`config.mk`:
```
export PLATFORM = sky130hd
export DESIGN_NAME = differential_odometry_update_flat
export DESIGN_NICKNAME = d
export VERILOG_FILES = /design/src/dou_pkg.sv /design/src/dou_ifs.sv /design/src/dou_dp.sv /design/src/dou_ctrl.sv /design/src/differential_odometry_update.sv /design/src/flat_wrapper.sv
export VERILOG_INCLUDE_DIRS = /design/src /design/src/src
export SDC_FILE = /design/constraint.sdc
export NUM_CORES = 2
export LEC_CHECK = 0
export BUFFER_PORTS_ARGS = -buffer_cell sky130_fd_sc_hd__buf_2
export CAP_MARGIN = 25
export CORE_MARGIN = 3
export CORE_UTILIZATION = 60
export DETAILED_ROUTE_END_ITERATION = 8
export PLACE_DENSITY = 0.77
export SYNTH_ARGS = -nofsm -noshare
export SYNTH_HDL_FRONTEND = slang
export SYNTH_HIERARCHICAL = 1
export SYNTH_SLANG_ARGS = --single-unit
```
`constraint.sdc`:
```
create_clock -name clk -period 16.15 [get_ports clk]
set_input_delay 2.4225 -clock clk [delete_from_list [all_inputs] [get_ports clk]]
set_output_delay 2.4225 -clock clk [all_outputs]
set_load 0.01 [all_outputs]
```
`src/differential_odometry_update_macros.svh`:
```
// assertion macros for the odometry update block
// used by the controller; the bodies are empty when SYNTHESIS is defined
`ifndef DIFFERENTIAL_ODOMETRY_UPDATE_MACROS_SVH
`define DIFFERENTIAL_ODOMETRY_UPDATE_MACROS_SVH

`ifndef SYNTHESIS
`define DOU_ASSERT_SAME(label, clk, rst_n, ante, cons, msg) \
    label: assert property (@(posedge clk) disable iff (!rst_n) (ante) |-> (cons)) \
        else $error(msg);
`define DOU_ASSERT_NEXT(label, clk, rst_n, ante, cons, msg) \
    label: assert property (@(posedge clk) disable iff (!rst_n) (ante) |=> (cons)) \
        else $error(msg);
`else
`define DOU_ASSERT_SAME(label, clk, rst_n, ante, cons, msg)
`define DOU_ASSERT_NEXT(label, clk, rst_n, ante, cons, msg)
`endif

`endif

```
`src/dou_pkg.sv`:
```
// shared types, constants and trig table function for the odometry update block
// no dependencies
package dou_pkg;

    localparam int unsigned FRAC_BITS_DEF = 16;
    localparam int unsigned TRIG_BITS_DEF = 16;

    localparam int unsigned CNT_W   = 32;
    localparam int unsigned HEAD_W  = 16;
    localparam int unsigned POS_W   = 32;
    localparam int unsigned SCALE_W = 24;
    localparam logic [SCALE_W-1:0] SCALE_RESET = 24'd58104;

    // |sum| * scale split into two multiplier passes
    localparam int unsigned SUM_W     = CNT_W + 1;
    localparam int unsigned SUM_SPLIT = 17;
    localparam int unsigned MAG_W     = SUM_W + SCALE_W;
    localparam int unsigned MA_W      = 29;

    localparam int unsigned DELTA_W = 63;
    localparam longint unsigned DELTA_CAP = 64'd1 << 62;
    localparam int unsigned SAT_W = DELTA_W + 2;

    // heading reduction
    localparam int unsigned DEG_FULL   = 360;
    localparam int unsigned DEG_QUAD   = 90;
    localparam int unsigned DEG_OCT    = 45;
    localparam int unsigned HEAD_U_W   = 17;
    localparam int unsigned HEAD_BIAS  = 92 * DEG_FULL;
    localparam int unsigned RECIP_SH   = 25;
    localparam int unsigned HEAD_RECIP = ((2 ** RECIP_SH) + DEG_FULL - 1) / DEG_FULL;
    localparam int unsigned HEAD_Q_W   = 8;
    localparam int unsigned H_W        = 9;
    localparam int unsigned R_W        = 7;

    localparam longint unsigned Q30_ONE = 64'd1 << 30;
    localparam longint unsigned RAD_PER_DEG_Q30 = 64'd18740330;

    typedef enum logic [4:0] {
        ST_IDLE,
        ST_DELTA,
        ST_SUM,
        ST_ABS,
        ST_QUAD,
        ST_TRIG,
        ST_MSUM_LO,
        ST_MSUM_HI,
        ST_MAG,
        ST_X_LO,
        ST_X_HI,
        ST_X_WIDE,
        ST_X_CAP,
        ST_X_ACC,
        ST_Y_LO,
        ST_Y_HI,
        ST_Y_WIDE,
        ST_Y_CAP,
        ST_Y_ACC,
        ST_OUT
    } dou_state_t;

    typedef enum logic [3:0] {
        OP_NONE,
        OP_LOAD,
        OP_DELTA,
        OP_SUM,
        OP_ABS,
        OP_QUAD,
        OP_TRIG,
        OP_MSUM_LO,
        OP_MSUM_HI,
        OP_MAG,
        OP_MW_LO,
        OP_MW_HI,
        OP_WIDE,
        OP_CAP,
        OP_ACC,
        OP_OUT
    } dou_op_t;

    typedef enum logic [1:0] {
        QUAD_0,
        QUAD_1,
        QUAD_2,
        QUAD_3
    } dou_quad_t;

    typedef struct packed {
        dou_op_t op;
        logic    axis_y;
    } dou_cmd_t;

    typedef struct packed {
        logic out_free;
    } dou_sts_t;

    // one horner term divisor, sine or cosine series
    function automatic longint unsigned horner_div(input longint unsigned p,
                                                   input int unsigned i,
                                                   input logic want_cos);
        longint unsigned q;
        if (want_cos)
        begin
            unique case (i)
                0:       q = p / 90;
                1:       q = p / 56;
                2:       q = p / 30;
                3:       q = p / 12;
                default: q = p / 2;
            endcase
        end
        else
        begin
            unique case (i)
                0:       q = p / 110;
                1:       q = p / 72;
                2:       q = p / 42;
                3:       q = p / 20;
                default: q = p / 6;
            endcase
        end
        return q;
    endfunction

    // sine or cosine of r degrees, r up to 45, rounded to tbits fraction bits
    function automatic logic [31:0] trig_base(input int unsigned r, input logic want_cos,
                                              input int unsigned tbits);
        longint unsigned x;
        longint unsigned t;
        longint unsigned acc;
        longint unsigned p;
        x = 64'(r) * RAD_PER_DEG_Q30;
        t = (x * x) >> 30;
        acc = Q30_ONE;
        for (int i = 0; i < 5; i++)
        begin
            p = (t * acc) >> 30;
            acc = Q30_ONE - horner_div(p, i, want_cos);
        end
        if (!want_cos)
        begin
            acc = (x * acc) >> 30;
        end
        return 32'((acc + (64'd1 << (29 - tbits))) >> (30 - tbits));
    endfunction

    // sine or cosine of r degrees, r up to 89
    function automatic logic [31:0] trig_quarter(input int unsigned r, input logic want_cos,
                                                 input int unsigned tbits);
        if (r <= DEG_OCT)
        begin
            return trig_base(r, want_cos, tbits);
        end
        return trig_base(DEG_QUAD - r, !want_cos, tbits);
    endfunction

endpackage

```
`src/dou_ifs.sv`:
```
// valid/ready channel interfaces for samples and position results
// depends on dou_pkg
interface dou_sample_if;
    logic                                valid;
    logic                                ready;
    logic signed [dou_pkg::CNT_W-1:0]    left_count;
    logic signed [dou_pkg::CNT_W-1:0]    right_count;
    logic signed [dou_pkg::HEAD_W-1:0]   heading_deg;

    modport source (output valid, left_count, right_count, heading_deg, input ready);
    modport sink (input valid, left_count, right_count, heading_deg, output ready);
endinterface

interface dou_result_if;
    logic                                valid;
    logic                                ready;
    logic signed [dou_pkg::POS_W-1:0]    pos_x_mm;
    logic signed [dou_pkg::POS_W-1:0]    pos_y_mm;
    logic signed [dou_pkg::HEAD_W-1:0]   heading_out_deg;

    modport source (output valid, pos_x_mm, pos_y_mm, heading_out_deg, input ready);
    modport sink (input valid, pos_x_mm, pos_y_mm, heading_out_deg, output ready);
endinterface

```
`src/dou_dp.sv`:
```
// datapath: count deltas, heading reduction, trig tables, shared multiplier,
// saturating accumulators and output register; depends on dou_pkg
module dou_dp #(
    parameter int unsigned FRAC_BITS = dou_pkg::FRAC_BITS_DEF,
    parameter int unsigned TRIG_BITS = dou_pkg::TRIG_BITS_DEF
) (
    input  logic                                clk,
    input  logic                                rst_n,
    input  dou_pkg::dou_cmd_t                   cmd,
    output dou_pkg::dou_sts_t                   sts,
    input  logic                                cfg_wr_en,
    input  logic [dou_pkg::SCALE_W-1:0]         cfg_wr_data,
    input  logic signed [dou_pkg::CNT_W-1:0]    left_count,
    input  logic signed [dou_pkg::CNT_W-1:0]    right_count,
    input  logic signed [dou_pkg::HEAD_W-1:0]   heading_deg,
    input  logic                                result_ready,
    output logic                                result_valid,
    output logic signed [dou_pkg::POS_W-1:0]    pos_x_mm,
    output logic signed [dou_pkg::POS_W-1:0]    pos_y_mm,
    output logic signed [dou_pkg::HEAD_W-1:0]   heading_out_deg
);

    localparam int unsigned TRIG_W  = TRIG_BITS + 1;
    localparam int unsigned MB_W    = (TRIG_W > dou_pkg::SCALE_W) ? TRIG_W : dou_pkg::SCALE_W;
    localparam int unsigned PROD_W  = dou_pkg::MA_W + MB_W;
    localparam int unsigned WIDE_W  = dou_pkg::MAG_W + TRIG_W;
    localparam int unsigned N_SHIFT = 17 + TRIG_BITS - FRAC_BITS;
    localparam int unsigned ACC_W   = 32 + FRAC_BITS;
    localparam int unsigned HQ_W    = 2 * dou_pkg::HEAD_U_W;

    localparam logic [dou_pkg::HEAD_U_W-1:0] HEAD_RECIP_C =
        dou_pkg::HEAD_U_W'(dou_pkg::HEAD_RECIP);
    localparam logic [dou_pkg::HEAD_U_W-1:0] DEG_FULL_C =
        dou_pkg::HEAD_U_W'(dou_pkg::DEG_FULL);
    localparam logic [dou_pkg::H_W-1:0] DEG_90  = dou_pkg::H_W'(dou_pkg::DEG_QUAD);
    localparam logic [dou_pkg::H_W-1:0] DEG_180 = dou_pkg::H_W'(2 * dou_pkg::DEG_QUAD);
    localparam logic [dou_pkg::H_W-1:0] DEG_270 = dou_pkg::H_W'(3 * dou_pkg::DEG_QUAD);
    localparam logic [ACC_W-1:0] TRUNC_BIAS = ACC_W'((64'd1 << FRAC_BITS) - 64'd1);

    // constant sine and cosine tables over one quadrant
    logic [TRIG_W-1:0] sin_tbl [dou_pkg::DEG_QUAD];
    logic [TRIG_W-1:0] cos_tbl [dou_pkg::DEG_QUAD];

    for (genvar g = 0; g < dou_pkg::DEG_QUAD; g++)
    begin : g_trig
        assign sin_tbl[g] = TRIG_W'(dou_pkg::trig_quarter(g, 1'b0, TRIG_BITS));
        assign cos_tbl[g] = TRIG_W'(dou_pkg::trig_quarter(g, 1'b1, TRIG_BITS));
    end

    logic [dou_pkg::SCALE_W-1:0]         scale_reg;
    logic [dou_pkg::CNT_W-1:0]           prev_left_reg;
    logic [dou_pkg::CNT_W-1:0]           prev_right_reg;
    logic signed [ACC_W-1:0]             x_acc_reg;
    logic signed [ACC_W-1:0]             y_acc_reg;
    logic                                out_valid_reg;

    logic [dou_pkg::CNT_W-1:0]           cl_reg;
    logic [dou_pkg::CNT_W-1:0]           cr_reg;
    logic signed [dou_pkg::HEAD_W-1:0]   hd_reg;
    logic [dou_pkg::CNT_W-1:0]           dl_reg;
    logic [dou_pkg::CNT_W-1:0]           dr_reg;
    logic [dou_pkg::SUM_W-1:0]           sum_reg;
    logic [dou_pkg::SUM_W-1:0]           abs_reg;
    logic                                neg_reg;
    logic [dou_pkg::HEAD_U_W-1:0]        u_reg;
    logic [dou_pkg::HEAD_Q_W-1:0]        q360_reg;
    logic [dou_pkg::H_W-1:0]             h_reg;
    dou_pkg::dou_quad_t                  quad_reg;
    logic [dou_pkg::R_W-1:0]             r_reg;
    logic [TRIG_W-1:0]                   sn_mag_reg;
    logic [TRIG_W-1:0]                   cs_mag_reg;
    logic                                sn_neg_reg;
    logic                                cs_neg_reg;
    logic [PROD_W-1:0]                   prod_reg;
    logic [dou_pkg::MAG_W-1:0]           mag_reg;
    logic [WIDE_W-1:0]                   wide_reg;
    logic [dou_pkg::DELTA_W-1:0]         dmag_reg;
    logic                                dneg_reg;
    logic signed [dou_pkg::POS_W-1:0]    pos_x_reg;
    logic signed [dou_pkg::POS_W-1:0]    pos_y_reg;
    logic signed [dou_pkg::HEAD_W-1:0]   hd_out_reg;

    logic [dou_pkg::MA_W-1:0]            mul_a;
    logic [MB_W-1:0]                     mul_b;
    logic                                mul_en;
    logic [TRIG_W-1:0]                   trig_mag;
    logic [HQ_W-1:0]                     q_prod;
    logic [dou_pkg::HEAD_U_W-1:0]        h_full;
    logic [TRIG_W-1:0]                   sb;
    logic [TRIG_W-1:0]                   cb;
    logic [TRIG_W-1:0]                   sn_sel;
    logic [TRIG_W-1:0]                   cs_sel;
    logic                                sn_neg_sel;
    logic                                cs_neg_sel;
    logic [WIDE_W-1:0]                   shifted;
    logic signed [ACC_W-1:0]             acc_cur;
    logic signed [dou_pkg::SAT_W-1:0]    acc_ext;
    logic signed [dou_pkg::SAT_W-1:0]    d_ext;
    logic signed [dou_pkg::SAT_W-1:0]    acc_sum;
    logic signed [ACC_W-1:0]             acc_new;
    logic                                sat_hi;
    logic                                sat_lo;
    logic [ACC_W-1:0]                    x_bias;
    logic [ACC_W-1:0]                    y_bias;

    // shared multiplier operand select
    assign trig_mag = cmd.axis_y ? cs_mag_reg : sn_mag_reg;

    always_comb
    begin
        mul_a  = '0;
        mul_b  = '0;
        mul_en = 1'b1;
        unique case (cmd.op)
            dou_pkg::OP_MSUM_LO:
            begin
                mul_a = dou_pkg::MA_W'(abs_reg[dou_pkg::SUM_SPLIT-1:0]);
                mul_b = MB_W'(scale_reg);
            end
            dou_pkg::OP_MSUM_HI:
            begin
                mul_a = dou_pkg::MA_W'(abs_reg[dou_pkg::SUM_W-1:dou_pkg::SUM_SPLIT]);
                mul_b = MB_W'(scale_reg);
            end
            dou_pkg::OP_MW_LO:
            begin
                mul_a = mag_reg[dou_pkg::MA_W-1:0];
                mul_b = MB_W'(trig_mag);
            end
            dou_pkg::OP_MW_HI:
            begin
                mul_a = dou_pkg::MA_W'(mag_reg[dou_pkg::MAG_W-1:dou_pkg::MA_W]);
                mul_b = MB_W'(trig_mag);
            end
            default:
            begin
                mul_en = 1'b0;
            end
        endcase
    end

    // heading modulo 360 through a reciprocal
    assign q_prod = HQ_W'(u_reg) * HQ_W'(HEAD_RECIP_C);
    assign h_full = u_reg - dou_pkg::HEAD_U_W'(dou_pkg::HEAD_U_W'(q360_reg) * DEG_FULL_C);

    // quadrant folding of the table values
    always_comb
    begin
        sb = sin_tbl[r_reg];
        cb = cos_tbl[r_reg];
        unique case (quad_reg)
            dou_pkg::QUAD_0:
            begin
                sn_sel = sb; sn_neg_sel = 1'b0;
                cs_sel = cb; cs_neg_sel = 1'b0;
            end
            dou_pkg::QUAD_1:
            begin
                sn_sel = cb; sn_neg_sel = 1'b0;
                cs_sel = sb; cs_neg_sel = 1'b1;
            end
            dou_pkg::QUAD_2:
            begin
                sn_sel = sb; sn_neg_sel = 1'b1;
                cs_sel = cb; cs_neg_sel = 1'b1;
            end
            default:
            begin
                sn_sel = cb; sn_neg_sel = 1'b1;
                cs_sel = sb; cs_neg_sel = 1'b0;
            end
        endcase
    end

    assign shifted = wide_reg >> N_SHIFT;

    // saturating accumulate
    always_comb
    begin
        acc_cur = cmd.axis_y ? y_acc_reg : x_acc_reg;
        acc_ext = dou_pkg::SAT_W'(acc_cur);
        d_ext   = signed'(dou_pkg::SAT_W'(dmag_reg));
        acc_sum = dneg_reg ? (acc_ext - d_ext) : (acc_ext + d_ext);
        sat_hi  = !acc_sum[dou_pkg::SAT_W-1] && (|acc_sum[dou_pkg::SAT_W-2:ACC_W-1]);
        sat_lo  = acc_sum[dou_pkg::SAT_W-1] && !(&acc_sum[dou_pkg::SAT_W-2:ACC_W-1]);
        priority if (sat_hi)
        begin
            acc_new = {1'b0, {(ACC_W-1){1'b1}}};
        end
        else if (sat_lo)
        begin
            acc_new = {1'b1, {(ACC_W-1){1'b0}}};
        end
        else
        begin
            acc_new = acc_sum[ACC_W-1:0];
        end
    end

    // truncation toward zero of the millimetre outputs
    assign x_bias = x_acc_reg + (x_acc_reg[ACC_W-1] ? TRUNC_BIAS : '0);
    assign y_bias = y_acc_reg + (y_acc_reg[ACC_W-1] ? TRUNC_BIAS : '0);

    always_ff @(posedge clk or negedge rst_n)
    begin
        if (!rst_n)
        begin
            scale_reg      <= dou_pkg::SCALE_RESET;
            prev_left_reg  <= '0;
            prev_right_reg <= '0;
            x_acc_reg      <= '0;
            y_acc_reg      <= '0;
            out_valid_reg  <= 1'b0;
        end
        else
        begin
            if (cfg_wr_en)
            begin
                scale_reg <= cfg_wr_data;
            end
            if (cmd.op == dou_pkg::OP_DELTA)
            begin
                prev_left_reg  <= cl_reg;
                prev_right_reg <= cr_reg;
            end
            if (cmd.op == dou_pkg::OP_ACC)
            begin
                if (cmd.axis_y)
                begin
                    y_acc_reg <= acc_new;
                end
                else
                begin
                    x_acc_reg <= acc_new;
                end
            end
            if (cmd.op == dou_pkg::OP_OUT)
            begin
                out_valid_reg <= 1'b1;
            end
            else if (result_ready)
            begin
                out_valid_reg <= 1'b0;
            end
        end
    end

    always_ff @(posedge clk)
    begin
        if (mul_en)
        begin
            prod_reg <= PROD_W'(mul_a) * PROD_W'(mul_b);
        end
        unique case (cmd.op)
            dou_pkg::OP_LOAD:
            begin
                cl_reg <= left_count;
                cr_reg <= right_count;
                hd_reg <= heading_deg;
            end
            dou_pkg::OP_DELTA:
            begin
                dl_reg <= cl_reg - prev_left_reg;
                dr_reg <= cr_reg - prev_right_reg;
                u_reg  <= dou_pkg::HEAD_U_W'({{2{hd_reg[dou_pkg::HEAD_W-1]}}, hd_reg}
                          + 18'(dou_pkg::HEAD_BIAS));
            end
            dou_pkg::OP_SUM:
            begin
                sum_reg  <= {dl_reg[dou_pkg::CNT_W-1], dl_reg}
                            + {dr_reg[dou_pkg::CNT_W-1], dr_reg};
                q360_reg <= q_prod[dou_pkg::RECIP_SH+dou_pkg::HEAD_Q_W-1:dou_pkg::RECIP_SH];
            end
            dou_pkg::OP_ABS:
            begin
                neg_reg <= sum_reg[dou_pkg::SUM_W-1];
                abs_reg <= sum_reg[dou_pkg::SUM_W-1] ? (~sum_reg + 1'b1) : sum_reg;
                h_reg   <= h_full[dou_pkg::H_W-1:0];
            end
            dou_pkg::OP_QUAD:
            begin
                priority if (h_reg >= DEG_270)
                begin
                    quad_reg <= dou_pkg::QUAD_3;
                    r_reg    <= dou_pkg::R_W'(h_reg - DEG_270);
                end
                else if (h_reg >= DEG_180)
                begin
                    quad_reg <= dou_pkg::QUAD_2;
                    r_reg    <= dou_pkg::R_W'(h_reg - DEG_180);
                end
                else if (h_reg >= DEG_90)
                begin
                    quad_reg <= dou_pkg::QUAD_1;
                    r_reg    <= dou_pkg::R_W'(h_reg - DEG_90);
                end
                else
                begin
                    quad_reg <= dou_pkg::QUAD_0;
                    r_reg    <= dou_pkg::R_W'(h_reg);
                end
            end
            dou_pkg::OP_TRIG:
            begin
                sn_mag_reg <= sn_sel;
                cs_mag_reg <= cs_sel;
                sn_neg_reg <= sn_neg_sel;
                cs_neg_reg <= cs_neg_sel;
            end
            dou_pkg::OP_MSUM_HI:
            begin
                mag_reg <= dou_pkg::MAG_W'(prod_reg);
            end
            dou_pkg::OP_MAG:
            begin
                mag_reg <= mag_reg + (dou_pkg::MAG_W'(prod_reg) << dou_pkg::SUM_SPLIT);
            end
            dou_pkg::OP_MW_HI:
            begin
                wide_reg <= WIDE_W'(prod_reg);
            end
            dou_pkg::OP_WIDE:
            begin
                wide_reg <= wide_reg + (WIDE_W'(prod_reg) << dou_pkg::MA_W);
            end
            dou_pkg::OP_CAP:
            begin
                if (shifted > WIDE_W'(dou_pkg::DELTA_CAP))
                begin
                    dmag_reg <= dou_pkg::DELTA_W'(dou_pkg::DELTA_CAP);
                end
                else
                begin
                    dmag_reg <= shifted[dou_pkg::DELTA_W-1:0];
                end
                // x takes minus distance times sine, y plus distance times cosine
                dneg_reg <= cmd.axis_y ? (neg_reg ^ cs_neg_reg) : !(neg_reg ^ sn_neg_reg);
            end
            dou_pkg::OP_OUT:
            begin
                pos_x_reg  <= x_bias[ACC_W-1:FRAC_BITS];
                pos_y_reg  <= y_bias[ACC_W-1:FRAC_BITS];
                hd_out_reg <= hd_reg;
            end
            default:
            begin
            end
        endcase
    end

    assign sts.out_free   = !out_valid_reg || result_ready;
    assign result_valid    = out_valid_reg;
    assign pos_x_mm        = pos_x_reg;
    assign pos_y_mm        = pos_y_reg;
    assign heading_out_deg = hd_out_reg;

endmodule

```
`src/dou_ctrl.sv`:
```
// sequencing state machine for the odometry update
// depends on dou_pkg and differential_odometry_update_macros.svh
`include "differential_odometry_update_macros.svh"

module dou_ctrl (
    input  logic              clk,
    input  logic              rst_n,
    input  logic              sample_valid,
    output logic              sample_ready,
    input  dou_pkg::dou_sts_t sts,
    output dou_pkg::dou_cmd_t cmd
);

    dou_pkg::dou_state_t state_reg;
    dou_pkg::dou_state_t state_next;

    always_ff @(posedge clk or negedge rst_n)
    begin
        if (!rst_n)
        begin
            state_reg <= dou_pkg::ST_IDLE;
        end
        else
        begin
            state_reg <= state_next;
        end
    end

    always_comb
    begin
        state_next = state_reg;
        unique case (state_reg)
            dou_pkg::ST_IDLE:
            begin
                if (sample_valid)
                begin
                    state_next = dou_pkg::ST_DELTA;
                end
            end
            dou_pkg::ST_DELTA:   state_next = dou_pkg::ST_SUM;
            dou_pkg::ST_SUM:     state_next = dou_pkg::ST_ABS;
            dou_pkg::ST_ABS:     state_next = dou_pkg::ST_QUAD;
            dou_pkg::ST_QUAD:    state_next = dou_pkg::ST_TRIG;
            dou_pkg::ST_TRIG:    state_next = dou_pkg::ST_MSUM_LO;
            dou_pkg::ST_MSUM_LO: state_next = dou_pkg::ST_MSUM_HI;
            dou_pkg::ST_MSUM_HI: state_next = dou_pkg::ST_MAG;
            dou_pkg::ST_MAG:     state_next = dou_pkg::ST_X_LO;
            dou_pkg::ST_X_LO:    state_next = dou_pkg::ST_X_HI;
            dou_pkg::ST_X_HI:    state_next = dou_pkg::ST_X_WIDE;
            dou_pkg::ST_X_WIDE:  state_next = dou_pkg::ST_X_CAP;
            dou_pkg::ST_X_CAP:   state_next = dou_pkg::ST_X_ACC;
            dou_pkg::ST_X_ACC:   state_next = dou_pkg::ST_Y_LO;
            dou_pkg::ST_Y_LO:    state_next = dou_pkg::ST_Y_HI;
            dou_pkg::ST_Y_HI:    state_next = dou_pkg::ST_Y_WIDE;
            dou_pkg::ST_Y_WIDE:  state_next = dou_pkg::ST_Y_CAP;
            dou_pkg::ST_Y_CAP:   state_next = dou_pkg::ST_Y_ACC;
            dou_pkg::ST_Y_ACC:   state_next = dou_pkg::ST_OUT;
            dou_pkg::ST_OUT:
            begin
                if (sts.out_free)
                begin
                    state_next = dou_pkg::ST_IDLE;
                end
            end
            default:             state_next = dou_pkg::ST_IDLE;
        endcase
    end

    always_comb
    begin
        sample_ready = 1'b0;
        cmd.op       = dou_pkg::OP_NONE;
        cmd.axis_y   = 1'b0;
        unique case (state_reg)
            dou_pkg::ST_IDLE:
            begin
                sample_ready = 1'b1;
                if (sample_valid)
                begin
                    cmd.op = dou_pkg::OP_LOAD;
                end
            end
            dou_pkg::ST_DELTA:   cmd.op = dou_pkg::OP_DELTA;
            dou_pkg::ST_SUM:     cmd.op = dou_pkg::OP_SUM;
            dou_pkg::ST_ABS:     cmd.op = dou_pkg::OP_ABS;
            dou_pkg::ST_QUAD:    cmd.op = dou_pkg::OP_QUAD;
            dou_pkg::ST_TRIG:    cmd.op = dou_pkg::OP_TRIG;
            dou_pkg::ST_MSUM_LO: cmd.op = dou_pkg::OP_MSUM_LO;
            dou_pkg::ST_MSUM_HI: cmd.op = dou_pkg::OP_MSUM_HI;
            dou_pkg::ST_MAG:     cmd.op = dou_pkg::OP_MAG;
            dou_pkg::ST_X_LO:    cmd.op = dou_pkg::OP_MW_LO;
            dou_pkg::ST_X_HI:    cmd.op = dou_pkg::OP_MW_HI;
            dou_pkg::ST_X_WIDE:  cmd.op = dou_pkg::OP_WIDE;
            dou_pkg::ST_X_CAP:   cmd.op = dou_pkg::OP_CAP;
            dou_pkg::ST_X_ACC:   cmd.op = dou_pkg::OP_ACC;
            dou_pkg::ST_Y_LO:
            begin
                cmd.op     = dou_pkg::OP_MW_LO;
                cmd.axis_y = 1'b1;
            end
            dou_pkg::ST_Y_HI:
            begin
                cmd.op     = dou_pkg::OP_MW_HI;
                cmd.axis_y = 1'b1;
            end
            dou_pkg::ST_Y_WIDE:
            begin
                cmd.op     = dou_pkg::OP_WIDE;
                cmd.axis_y = 1'b1;
            end
            dou_pkg::ST_Y_CAP:
            begin
                cmd.op     = dou_pkg::OP_CAP;
                cmd.axis_y = 1'b1;
            end
            dou_pkg::ST_Y_ACC:
            begin
                cmd.op     = dou_pkg::OP_ACC;
                cmd.axis_y = 1'b1;
            end
            dou_pkg::ST_OUT:
            begin
                if (sts.out_free)
                begin
                    cmd.op = dou_pkg::OP_OUT;
                end
            end
            default:
            begin
            end
        endcase
    end

    `DOU_ASSERT_NEXT(a_accept_starts, clk, rst_n, state_reg == dou_pkg::ST_IDLE && sample_valid, state_reg == dou_pkg::ST_DELTA, "accepted item did not start the sequence")
    `DOU_ASSERT_NEXT(a_out_holds, clk, rst_n, state_reg == dou_pkg::ST_OUT && !sts.out_free, state_reg == dou_pkg::ST_OUT, "result dropped while output slot busy")
    `DOU_ASSERT_SAME(a_out_slot_free, clk, rst_n, cmd.op == dou_pkg::OP_OUT, sts.out_free, "output loaded over a waiting result")
    `DOU_ASSERT_NEXT(a_y_then_out, clk, rst_n, state_reg == dou_pkg::ST_Y_ACC, state_reg == dou_pkg::ST_OUT, "y update not followed by output")

endmodule

```
`src/differential_odometry_update.sv`:
```
// top level of the dead-reckoning odometry update block
// depends on dou_pkg, dou_ifs, dou_ctrl and dou_dp
//
//  channel  | dir | handshake     | payload
//  ---------+-----+---------------+------------------------------------------
//  sample   | in  | valid / ready | left_count, right_count, heading_deg
//  result   | out | valid / ready | pos_x_mm, pos_y_mm, heading_out_deg
//  cfg      | in  | cfg_wr_en     | cfg_wr_data (mm per tick, Q8.16)
//
//  an item is taken in the accept cycle, then runs 19 sequencer steps through
//  the shared 29x24 multiplier (two passes for distance, two per axis)
//  the result register takes the item in the final output step; a waiting result
//  stalls only the final output step, the next item is taken once it loads
//  asynchronous active-low reset clears previous counts, both accumulators,
//  the output valid and sets the scale register to its default

module differential_odometry_update #(
    parameter int unsigned FRAC_BITS = dou_pkg::FRAC_BITS_DEF,
    parameter int unsigned TRIG_BITS = dou_pkg::TRIG_BITS_DEF
) (
    input  logic                        clk,
    input  logic                        rst_n,
    dou_sample_if.sink                  sample,
    dou_result_if.source                result,
    input  logic                        cfg_wr_en,
    input  logic [dou_pkg::SCALE_W-1:0] cfg_wr_data
);

    dou_pkg::dou_cmd_t cmd;
    dou_pkg::dou_sts_t sts;
    logic              sample_ready;

    dou_ctrl u_ctrl (
        .clk          (clk),
        .rst_n        (rst_n),
        .sample_valid (sample.valid),
        .sample_ready (sample_ready),
        .sts          (sts),
        .cmd          (cmd)
    );

    dou_dp #(
        .FRAC_BITS (FRAC_BITS),
        .TRIG_BITS (TRIG_BITS)
    ) u_dp (
        .clk             (clk),
        .rst_n           (rst_n),
        .cmd             (cmd),
        .sts             (sts),
        .cfg_wr_en       (cfg_wr_en),
        .cfg_wr_data     (cfg_wr_data),
        .left_count      (sample.left_count),
        .right_count     (sample.right_count),
        .heading_deg     (sample.heading_deg),
        .result_ready    (result.ready),
        .result_valid    (result.valid),
        .pos_x_mm        (result.pos_x_mm),
        .pos_y_mm        (result.pos_y_mm),
        .heading_out_deg (result.heading_out_deg)
    );

    assign sample.ready = sample_ready;

endmodule

```
`src/flat_wrapper.sv`:
```
// flat-port wrapper written by rule: the top's interface ports become plain ports
module differential_odometry_update_flat 
#(
    parameter int unsigned FRAC_BITS = dou_pkg::FRAC_BITS_DEF,
    parameter int unsigned TRIG_BITS = dou_pkg::TRIG_BITS_DEF
)
  (clk, rst_n, cfg_wr_en, cfg_wr_data, sample_valid, sample_left_count, sample_right_count, sample_heading_deg, sample_ready, result_valid, result_pos_x_mm, result_pos_y_mm, result_heading_out_deg, result_ready);
  dou_sample_if sample_i ();
  dou_result_if result_i ();
  input  logic clk;
  input  logic rst_n;
  input  logic cfg_wr_en;
  input  logic [dou_pkg::SCALE_W-1:0] cfg_wr_data;
  input wire logic [$bits(sample_i.valid)-1:0] sample_valid;
  input wire logic [$bits(sample_i.left_count)-1:0] sample_left_count;
  input wire logic [$bits(sample_i.right_count)-1:0] sample_right_count;
  input wire logic [$bits(sample_i.heading_deg)-1:0] sample_heading_deg;
  output wire logic [$bits(sample_i.ready)-1:0] sample_ready;
  output wire logic [$bits(result_i.valid)-1:0] result_valid;
  output wire logic [$bits(result_i.pos_x_mm)-1:0] result_pos_x_mm;
  output wire logic [$bits(result_i.pos_y_mm)-1:0] result_pos_y_mm;
  output wire logic [$bits(result_i.heading_out_deg)-1:0] result_heading_out_deg;
  input wire logic [$bits(result_i.ready)-1:0] result_ready;
  assign sample_i.valid = sample_valid;
  assign sample_i.left_count = sample_left_count;
  assign sample_i.right_count = sample_right_count;
  assign sample_i.heading_deg = sample_heading_deg;
  assign sample_ready = sample_i.ready;
  assign result_valid = result_i.valid;
  assign result_pos_x_mm = result_i.pos_x_mm;
  assign result_pos_y_mm = result_i.pos_y_mm;
  assign result_heading_out_deg = result_i.heading_out_deg;
  assign result_i.ready = result_ready;
  differential_odometry_update #(.FRAC_BITS(FRAC_BITS), .TRIG_BITS(TRIG_BITS)) u_core (.clk(clk), .rst_n(rst_n), .sample(sample_i), .result(result_i), .cfg_wr_en(cfg_wr_en), .cfg_wr_data(cfg_wr_data));
endmodule
```
==> key figures <==
Status
  • Status: complete, no violations

Placed design
  • I/O Buffers: 190
  • Gpl congestion: 1.03
  • Cells after DPL: 9368
  • Pre-CTS setup slack: 2.66 ns
  • Final HPWL DP: 164000 um

Timing
  • Max Freq: 76.6 MHz
  • Clk_skew: 0.0656 ns
  • Slew Limit Headroom: 0.138
  • Final Critical Period: 13.06 ns
  • Final worst-path cycle share: 0.809
  • Worst setup margin: 3.09 ns
  • Total Neg Setup Slack: 0 ns
  • Final hold violation count: 0
  • Final hold slack: 0.402 ns
  • Final setup vio count: 0
  • Unrepaired setup endpoints after global routing: false
  • Worst-Margin Slew: 1.29 ns
  • Fin. max-slew vios: 0

Clock network
  • Clock latency on the worst-skew pair: 0.72 ns
  • Buffer count from post-CTS setup fixing: 0
  • Clock root cell: clkbuf_16
  • Post-cts resize count: 0
  • H-tree Lvls: 3
  • Hold Buf Count CTS: 0
  • CTS Buf Count: 86
  • CTS sink count: 783
  • Max Root-Sink Buffers: 3
  • Reg clk slew, reported paths: 0.06 ns
  • CTS tree: yes

Synth
  • Sequential fraction of the synthesis area: 0.304
  • Commonest register cell after synthesis: edfxtp_1
  • Leading post-synthesis cells by cell area: edfxtp_1 24%, fa_1 19%, ha_1 10%
  • Cells after Synth: 7700
  • Area leader, netlist: edfxtp_1
  • Post-synth EDFFs: 593
  • Post-synth top area share: 0.239
  • Synth Register Bits: 783
  • Unique masters post-synth: 109
  • YS warnings: 6
  • Async SR Flop Fraction: 0.243
  • Synthesized area: 74400 um^2
  • Synth Area per Inst: 9.66 um^2

Setup path
  • Worst path required time: 16.60 ns
  • Crit path top cell by count: fa_1
  • Critical path peak fanout: 22
  • Slowest stage delay, CP: 0.78 ns
  • Slowest cell on the critical path: nor2_2
  • Worst R2R Setup Slack: 4.32 ns
  • Crit path kind: primary input to flip-flop
  • Crit path capture type: flip-flop
  • Startpoint Class: primary input
  • WP data arrival: 13.51 ns

GRT
  • Initial antenna violation count: 4
  • Gr ovfl total: 0
  • Vias in the first global route: 58200
  • Global-route wire length before repair: 331000 um
  • Largest net degree at the start of global routing: 206
  • Total global-route track usage: 0.335

Finish
  • Share of cells above drive strength 1: 0.0838
  • Fillers: 9836
  • Syn-to-layout area delta: 7.95%
  • Final Net Count: 9239
  • Finished Layout Cells: 9535

Die
  • Chip width: 358 um
  • Site row count: 128
  • Die area: 128000 um^2
  • I/O pin count: 191
  • Core ar.: 122000 um^2
  • DIE HEIGHT: 358 um
  • Initial Util: 0.608

Route
  • Drc violations: 0
  • Routed vias/inst: 6.08
  • TritonRoute pass-1 iters: 7
  • Initial DRC Count: 5766
  • WL per Instance: 22.3 um
  • Detailed-route via count: 57900
  • Final ANT Viol Nets: 0
  • Final wirelength: 213000 um

Min path
  • HP Class: flip-flop to flip-flop

Job
  • Max-cap viol count: 0
-- Yosys cell counts, types with 23 or more instances --
master and instances:
nand2_1 825, a211oi_1 55, xor2_1 120, dfrtp_1 181
a31oi_1 41, a22oi_1 55, inv_1 1015, xnor2_1 324
a311oi_2 26, a211oi_2 27, edfxtp_1 593, clkbuf_1 249
nand2b_1 55, nand4_1 49, and3_1 42, fa_1 688
or3_1 25, a311oi_1 46, mux2_2 74, o211ai_1 31
nor2_1 698, a21o_1 150, nor3_1 86, nand3_1 120
o21bai_1 48, o21ai_0 377, buf_1 33, a21oi_1 387
o21ai_1 23, o21a_1 69, nor2b_1 42, and2_1 109
ha_1 608, o31ai_1 31, mux2i_1 43
-- per-stage QoR --
step,area (um^2),util
6_report,80300,0.656
5_1_grt,80300,0.656
4_1_cts,80200,0.655
3_5_place_dp,77100,0.630
3_3_place_gp,77100,0.630
2_1_floorplan,74700,-
-- worst max-delay path, delay by kind of cell --
| kind | cells | cell delay (ns) |
|---|---|---|
| fa+ha+maj | 8 | 3.77 |
| simple gates | 7 | 2.70 |
| compound gates | 11 | 3.36 |
| xor+xnor | 1 | 0.11 |
| mux | 1 | 0.16 |
| buf+inv | 8 | 0.98 |
-- layout by cell type (no fill, tap or decap), types with 150 or more instances in the layout --
| cell | Yosys | final |
|---|---|---|
| ha_1 | 608 | 608 |
| fa_1 | 688 | 688 |
| a21oi_1 | 387 | 387 |
| nor2_1 | 698 | 690 |
| buf_2 | 16 | 189 |
| nand2_1 | 825 | 825 |
| edfxtp_1 | 593 | 593 |
| dfrtp_1 | 181 | 181 |
| o21ai_0 | 377 | 370 |
| inv_1 | 1015 | 1014 |
| xnor2_1 | 324 | 324 |
| a21o_1 | 150 | 150 |
-- cell families after synthesis --
family / share of synthesized area
other: 0.000101
flip-flops: 0.304
XOR/XNOR: 0.0527
buffers and inverters: 0.0697
multiplexers: 0.0170
AND/OR/NAND/NOR: 0.128
adder cells (fa/ha/maj): 0.288
AO/OA/AOI/OAI: 0.141
-- final timing paths --
path                                                         from                                       end  cells past startpoint
min                            u_core/u_dp/wide_reg[17]$_DFFE_PP_         u_core/u_dp/dmag_reg[0]$_DFFE_PN_                      0
max reg2reg                u_core/u_ctrl/state_reg[1]$_DFFE_PN0P_        u_core/u_dp/prod_reg[47]$_DFFE_PP_                     34
max                                                  result_ready        u_core/u_dp/prod_reg[47]$_DFFE_PP_                     36
min in group asynchronous                                   rst_n     u_core/u_dp/y_acc_reg[45]$_DFFE_PN0P_                      1
min reg2reg                    u_core/u_dp/wide_reg[17]$_DFFE_PP_         u_core/u_dp/dmag_reg[0]$_DFFE_PN_                      0
max in group asynchronous                                   rst_n  u_core/u_dp/prev_left_reg[2]$_DFFE_PN0N_                      2
-- per-layer routing --
metal  routed length (um)  up-vias  part of all wire  global-route usage
met5                   13        -          0.000061                   0
met4                11100        2             0.052               0.149
met3                21300      611              0.10              0.0712
met2                95600     2766              0.45               0.526
met1                85000    28300              0.40               0.450
li1                     -    26300                 -                   -
-- layout make-up --
class                           instances  area (um^2)  area share
Clock buffer                          106         2340      0.0292
Multi-Input combinational cell       5665        47000       0.586
Clock inverter                         55          711     0.00885
Inverter                             1017         3820      0.0476
Timing Repair Buffer                  281         1740      0.0217
Tap cell                             1625         2030      0.0253
Antenna cell                            3         7.51   0.0000935
Sequential cell                       783        22600       0.281
Power is left out: the tool's default activity adds up to more than one toggle a clock period on the data nets, which glitch-free logic cannot reach.
